**config.mk**
```make
export PLATFORM = sky130hd
export DESIGN_NAME = rpn_front
export DESIGN_NICKNAME = d
export VERILOG_FILES = /design/src/hw/rtl/rpn_pkg.sv /design/src/hw/rtl/rpn_front.sv
export SDC_FILE = /design/constraint.sdc
export NUM_CORES = 1
export LEC_CHECK = 0
export BUFFER_PORTS_ARGS = -buffer_cell sky130_fd_sc_hd__buf_2
export CORE_MARGIN = 10
export CORE_UTILIZATION = 58
export CTS_BUF_LIST = sky130_fd_sc_hd__clkbuf_4
export CTS_CLUSTER_DIAMETER = 60
export DETAILED_ROUTE_END_ITERATION = 10
export PLACE_DENSITY = 0.95
export SLEW_MARGIN = 20
export SYNTH_ARGS = -nofsm -noshare
export SYNTH_HDL_FRONTEND = slang
export SYNTH_SLANG_ARGS = --single-unit
```
**constraint.sdc**
```tcl
create_clock -name clock -period 4.85 [get_ports clock]
set_clock_uncertainty 0.1 [all_clocks]
set_input_delay 0.485 -clock clock [delete_from_list [all_inputs] [get_ports clock]]
set_output_delay 0.485 -clock clock [all_outputs]
set_load 0.02 [all_outputs]
```
**src/hw/rtl/rpn_pkg.sv**
```systemverilog
// shared types and constants of the postfix expression evaluator
package rpn_pkg;

   // operator codes
   localparam logic [2:0] OPC_ADD = 3'd0;
   localparam logic [2:0] OPC_SUB = 3'd1;
   localparam logic [2:0] OPC_MUL = 3'd2;
   localparam logic [2:0] OPC_DIV = 3'd3;
   localparam logic [2:0] OPC_REM = 3'd4;
   localparam logic [2:0] OPC_POW = 3'd5;

   // token kind codes on the op field
   localparam logic OP_PUSH  = 1'b0;
   localparam logic OP_APPLY = 1'b1;

   // status codes
   localparam logic [2:0] ST_OK    = 3'd0;
   localparam logic [2:0] ST_DIV0  = 3'd1;
   localparam logic [2:0] ST_UNDER = 3'd2;
   localparam logic [2:0] ST_OVER  = 3'd3;
   localparam logic [2:0] ST_LEFT  = 3'd4;

   typedef struct packed {
      logic               op;
      logic signed [31:0] value;
      logic [2:0]         operator_code;
      logic               last;
   } req_type;

   typedef struct packed {
      logic signed [31:0] result;
      logic [2:0]         status;
   } rsp_type;

   // classified token kinds
   typedef enum logic [1:0] {
      KIND_PUSH = 2'd0,
      KIND_OPER = 2'd1,
      KIND_SKIP = 2'd2
   } kind_type;

   typedef struct packed {
      kind_type    kind;
      logic [2:0]  code;
      logic [31:0] value;
      logic        last;
   } tok_type;

   typedef struct packed {
      logic        start;
      logic [2:0]  code;
      logic [31:0] a;
      logic [31:0] b;
   } alu_req_type;

   typedef struct packed {
      logic        done;
      logic        div0;
      logic [31:0] res;
   } alu_rsp_type;

endpackage

```
**src/hw/rtl/rpn_front.sv**
```systemverilog
// token intake: classifies tokens and queues them for the stack engine
module rpn_front
   import rpn_pkg::*;
(
   input  logic    clock,
   input  logic    reset,
   input  logic    req_valid,
   output logic    req_ready,
   input  req_type req_data,
   output logic    tok_valid,
   output tok_type tok,
   input  logic    tok_pop
);

   tok_type    slots_ff [2];
   tok_type    slot_in;
   logic       wr_ptr_ff;
   logic       rd_ptr_ff;
   logic [1:0] cnt_ff;
   logic       push;

   assign req_ready = (cnt_ff != 2'd2);
   assign push      = req_valid && req_ready;
   assign tok_valid = (cnt_ff != 2'd0);
   assign tok       = slots_ff[rd_ptr_ff];

   // classify the incoming token
   always_comb begin
      slot_in.code  = req_data.operator_code;
      slot_in.value = req_data.value;
      slot_in.last  = req_data.last;
      if (req_data.op == OP_PUSH) begin
         slot_in.kind = KIND_PUSH;
      end else if (req_data.operator_code <= OPC_POW) begin
         slot_in.kind = KIND_OPER;
      end else begin
         slot_in.kind = KIND_SKIP;
      end
   end

   // queue payload
   always_ff @(posedge clock) begin
      if (push) begin
         slots_ff[wr_ptr_ff] <= slot_in;
      end
   end

   // queue pointers
   always_ff @(posedge clock) begin
      if (reset) begin
         wr_ptr_ff <= 1'b0;
         rd_ptr_ff <= 1'b0;
         cnt_ff    <= 2'd0;
      end else begin
         if (push) begin
            wr_ptr_ff <= ~wr_ptr_ff;
         end
         if (tok_pop) begin
            rd_ptr_ff <= ~rd_ptr_ff;
         end
         cnt_ff <= cnt_ff + {1'b0, push} - {1'b0, tok_pop};
      end
   end

   // queue never holds more than two tokens and never pops when empty
   a_cnt_range: assert property (@(posedge clock) disable iff (reset)
      (cnt_ff <= 2'd2) && !(tok_pop && (cnt_ff == 2'd0)))
      else $error("token queue count out of range");

endmodule

```
Word-level counts from Yosys, hierarchy flattened
Memory sizes are Yosys's and may differ from the RTL's. A register that Yosys moved wholly into a read port is not among the register bits.
Cells that the tools add are included.
Widths: inputs -> output; s select.
- memory bits (writable): 76
- bits of input ports: 41
- logic and storage cells: 18
- register bits: 4
- output and inout bits: 40
- memories: 1
- memory list (memory ; depth ; bits a word ; read ports ; clocked after Yosys merged registers in ; wr ports ; RTL line ; text):
    slots_ff ; 2 ; 38 ; 1 ; 1 ; 1 ; rpn_front.sv:15 ; tok_type slots_ff [2];
- $lt $le $gt $ge: 1
- reductions and logical operators: 2
- equal/unequal tests: 1
- $add $sub $neg: 2
- mux-type cells: 6
- bitwise operators: 2
- operators by type and width (kind ; count):
    $mux 1 ; 4
    $mux 2 ; 2
    $le 3x3->1 const B ; 1
    $add 2x1->2 ; 1
    $ne 2x2->1 const B ; 1
    $not 1->1 ; 2
    $reduce_bool 2->1 ; 1
    $sub 2x1->2 ; 1
    $logic_and 1x1->1 ; 1

Longest topological paths before layout
- word-level depth: 4
- depth in mapped cells: 7
- gate-level depth less buffers: 7

Worst setup path after synthesis
Ideal clock, no wire load.
- path type: register to register
- start point: register cnt_ff[0]
- end point: memory slots_ff[1][0] in the netlist's numbering, enable pin
- cell stages (with the launch flop): 3
- data required time: 4351 ps
- path slack: 2695 ps
- path buffers: 0
- data arrival time: 1656 ps
- cell sequence: dfxtp_1 nand2b_1 and3_1
- word-level cells in the longest chain between the ends: 4
- RTL lines (element ; RTL line ; text):
    from (decl) ; rpn_front.sv:19 ; logic [1:0] cnt_ff;
    from (signal assigned) ; rpn_front.sv:61 ; cnt_ff <= cnt_ff + {1'b0, push} - {1'b0, tok_pop};
    $ne 2x2->1 ; rpn_front.sv:22 ; assign req_ready = (cnt_ff != 2'd2);
    via req_ready ; rpn_front.sv:8 ; output logic req_ready,
    $logic_and 1x1->1 ; rpn_front.sv:23 ; assign push = req_valid && req_ready;
    $mux 1 ; rpn_front.sv:43 ; if (push) begin
    $mux 1 (implied by the code) ; rpn_front.sv:44 ; slots_ff[wr_ptr_ff] <= slot_in;
    to (decl) ; rpn_front.sv:15 ;
The timed path passes the listed nets, and every way through them passes these cells.

==> results.py <==
metrics = {
    "min_path": {
        "hold_start": "req_data[9]",
        "holdPathStages": 1,
        "hp-class": "in2reg",
        "min_to": "slots_ff[1][6]",
    },
    "floorplan": {
        "num_rows": 26,
        "coreArea_mm2": 0.00507,
        "die_w_um": 92.0,
        "io_pins": 81,
        "initial_utilization_pct": 59.2,
        "fp.dieH_um": 92.0,
        "die_area_mm2": 0.00846,
    },
    "drt": {
        "ant_nets": 0,
        "dr.first_iter.drc_count": 51,
        "vias": 1562,
        "route.detailed.drc": 0,
        "drt-total-wl_um": 5370,
        "viasPerCell": 5.01,
        "post_drt_wl_per_cell_um": 17.2,
        "dr.pass1.iters": 4,
    },
    "clock_tree": {
        "cts_hold_buf": 0,
        "ctsResizeCount": 0,
        "numCtsBuffers": 9,
        "cts.path.max_buffers": 2,
        "insertion_delay_ns": 0.40,
        "path_clk_slew_ns": 0.12,
        "cts_tree": "built",
        "cts_root_buffer": "clkbuf_4",
        "cts_setup_buffers": 0,
        "htree_levels": 3,
        "cts.sinks": 81,
    },
    "critical_path": {
        "slowest_stage": "dfxtp_2",
        "start_kind": "register",
        "cp.arrival_ns": 1.94,
        "reg2reg_depth": 4,
        "worst-path-buf-inv": 1,
        "crit-reg2reg-capture": "slots_ff[0][18]",
        "slowest_delay_ns": 0.94,
        "crit_fanout": 38,
        "path_class": "reg2out",
        "critical_path_cell_count": 2,
        "worstPathRequired_ns": 4.26,
        "path_cells": "mux2_2, buf_2",
        "rrSetupSlack_ns": 2.73,
        "cp-end-kind": "primary output",
        "r2r-start": "cnt_ff[0]",
        "critPathTopFamily": "flip-flops",
    },
    "yosys": {
        "syn-cell-area_mm2": 0.00300,
        "ys_warn_count": 0,
        "syn_avg_cell_area_um2": 20.2,
        "syn_inst": 149,
        "ys_seq_elements": 81,
        "ys_types": 24,
        "yosysSeqAreaShare_pct": 79.3,
        "synthesis.nets": 191,
    },
    "sta": {
        "clock.fmax_ghz": 0.396,
        "setup_viol": 0,
        "rsz0062_at_grt": "false",
        "relSlewSlack_pct": 39.7,
        "final.setup.tns_ns": 0,
        "hold_slack_ns": 0.160,
        "period_needed_ns": 2.53,
        "finalHoldViolations": 0,
        "worstMarginPinSlew_ns": 0.904,
        "fin_ws_ns": 2.32,
        "maxSlewViolCount": 0,
        "fin_crit_sh_pct": 52.1,
    },
    "pwr": {
        "swShare_pct": 23.6,
        "p_clk_share_pct": 32.5,
        "vdd_drop_max_mv": 0.308,
        "power_w": 0.00163,
        "p_int_w": 0.00124,
        "leakagePower_nw": 1.41,
        "comb_power_share_pct": 14.5,
        "power_density_mw_per_mm2": 441,
        "p_sw_w": 0.000384,
        "seqPwrFrac_pct": 53.0,
    },
    "global_route": {
        "grt_antenna_before_repair": 0,
        "grt_max_degree": 39,
        "grt_pass1_vias": 1749,
        "grt_pass1_wl_um": 8480,
        "grt_overflow_total": 0,
        "track_usage_pct": 12.9,
    },
    "finish": {
        "drive_gt1_share_pct": 54.1,
        "num-fill-cells": 331,
        "final_nets": 279,
        "num_antenna_cells": 0,
        "synthToLayoutAreaGrowth_pct": 22.7,
    },
    "place": {
        "post-place-ws_ns": 2.68,
        "gp_congestion": 0.702,
        "io_buffers": 80,
        "dp_hpwl_um": 3720,
    },
    "outcome": {
        "status": "completed",
    },
    "run": {
        "cap_violations": 0,
    },
}
-- cell type report --
type	instances	area [um2]	area share (%)
clock inverters	7	143	3.87
repair buffers	81	408	11.1
flip-flops and latches	81	2380	64.6
inverters	4	15.0	0.407
well taps	70	87.6	2.38
multi-input cells	60	583	15.8
clock buffers	9	67.6	1.83
-- cell usage in the layout, fill, tap and decap left out --
master / netlist / final
edfxtp_1: 76 / 76
dfxtp_1: 5 / 4
nor2b_1: 1 / 1
clkinv_4: 0 / 2
and3_1: 2 / 1
nand2_1: 1 / 1
ha_1: 1 / 1
nand2b_1: 1 / 1
and3_2: 0 / 1
buf_4: 2 / 1
xnor2_1: 2 / 2
mux2_1: 8 / 8
a21oi_1: 1 / 1
inv_1: 4 / 4
nand4b_1: 1 / 1
nand4_1: 2 / 2
nand3b_1: 1 / 1
bufinv_16: 0 / 4
a2111oi_0: 1 / 1
a21bo_2: 1 / 1
or4b_1: 1 / 1
mux2_2: 30 / 30
or2_2: 1 / 1
clkbuf_4: 0 / 9
a21boi_1: 1 / 1
clkinv_2: 0 / 1
dfxtp_2: 0 / 1
nor2_1: 3 / 3
buf_2: 2 / 80
a21boi_0: 1 / 1
-- logic make-up after synthesis --
group                    after synthesis  share of synthesized area [%]
flip-flops                            81                           79.3
multiplexers                          38                           14.2
AND/OR/NAND/NOR                       14                           2.83
buffers and inverters                  8                           1.33
AO/OA/AOI/OAI                          5                           1.29
XOR/XNOR                               2                          0.583
adder cells (fa/ha/maj)                1                          0.416
-- power groups by stage --
stage | combinational, W | clock (W) | sequential (W)
floorplan | 0.000164 | 0 | 0.000862
global placement | 0.000234 | 0 | 0.000875
detailed placement | 0.000239 | 0 | 0.000879
CTS | 0.000240 | 0.000539 | 0.000863
global route | 0.000255 | 0.000567 | 0.000869
finish | 0.000236 | 0.000529 | 0.000862
-- Yosys cell counts --
library cell  number  area [um2]
a2111oi_0          1        8.76
a21bo_2            1        10.0
a21boi_0           1        7.51
a21boi_1           1        7.51
a21oi_1            1        5.00
and3_1             2        12.5
buf_2              2        10.0
buf_4              2        15.0
dfxtp_1            5         100
edfxtp_1          76        2280
ha_1               1        12.5
inv_1              4        15.0
mux2_1             8        90.1
mux2_2            30         338
nand2_1            1        3.75
nand2b_1           1        6.26
nand3b_1           1        7.51
nand4_1            2        12.5
nand4b_1           1        8.76
nor2_1             3        11.3
nor2b_1            1        6.26
or2_2              1        6.26
or4b_1             1        10.0
xnor2_1            2        17.5
-- per-stage QoR --
step / instances / util (%) / cell area (um2)
3_3_place_gp: 296 / 68.5 / 3480
3_5_place_dp: 296 / 68.5 / 3480
2_1_floorplan: 149 / - / 3000
5_1_grt: 312 / 72.7 / 3690
6_report: 312 / 72.7 / 3690
4_1_cts: 312 / 72.7 / 3690
-- how the worst max path moves through the flow --
| stage | startpoint | endpoint | slack [ns] |
|---|---|---|---|
| global placement | req_valid | slots_ff[0][16] | 2.74 |
| CTS | register | tok[6] | 2.29 |
| global route | register | tok[18] | 2.20 |
| finish | register | tok[18] | 2.32 |
| floorplan | cnt_ff[0] | slots_ff[1][0] | 2.70 |
| detailed placement | req_valid | slots_ff[0][16] | 2.68 |
-- worst reg2reg max path, delay by kind of cell (launching register included) --
| family | cells | cell delay (ns) |
|---|---|---|
| buf+inv | 2 | 0.99 |
| flops | 1 | 0.38 |
| simple gates | 2 | 0.34 |
-- per-layer routing --
layer	GRT usage, %	vias up	wire [um]
li1	-	760	-
met1	14.4	734	2310
met2	21.1	62	2560
met3	5.22	6	440
met4	6.17	0	65
met5	0	-	0
-- sequential cells by signal (all words and copies together) (netlist names), named ones only --
register and cells:
wr_ptr_ff 1, cnt_ff 2, slots_ff 76, rd_ptr_ff 1
No activity file was read; power rests on OpenSTA's default activity.
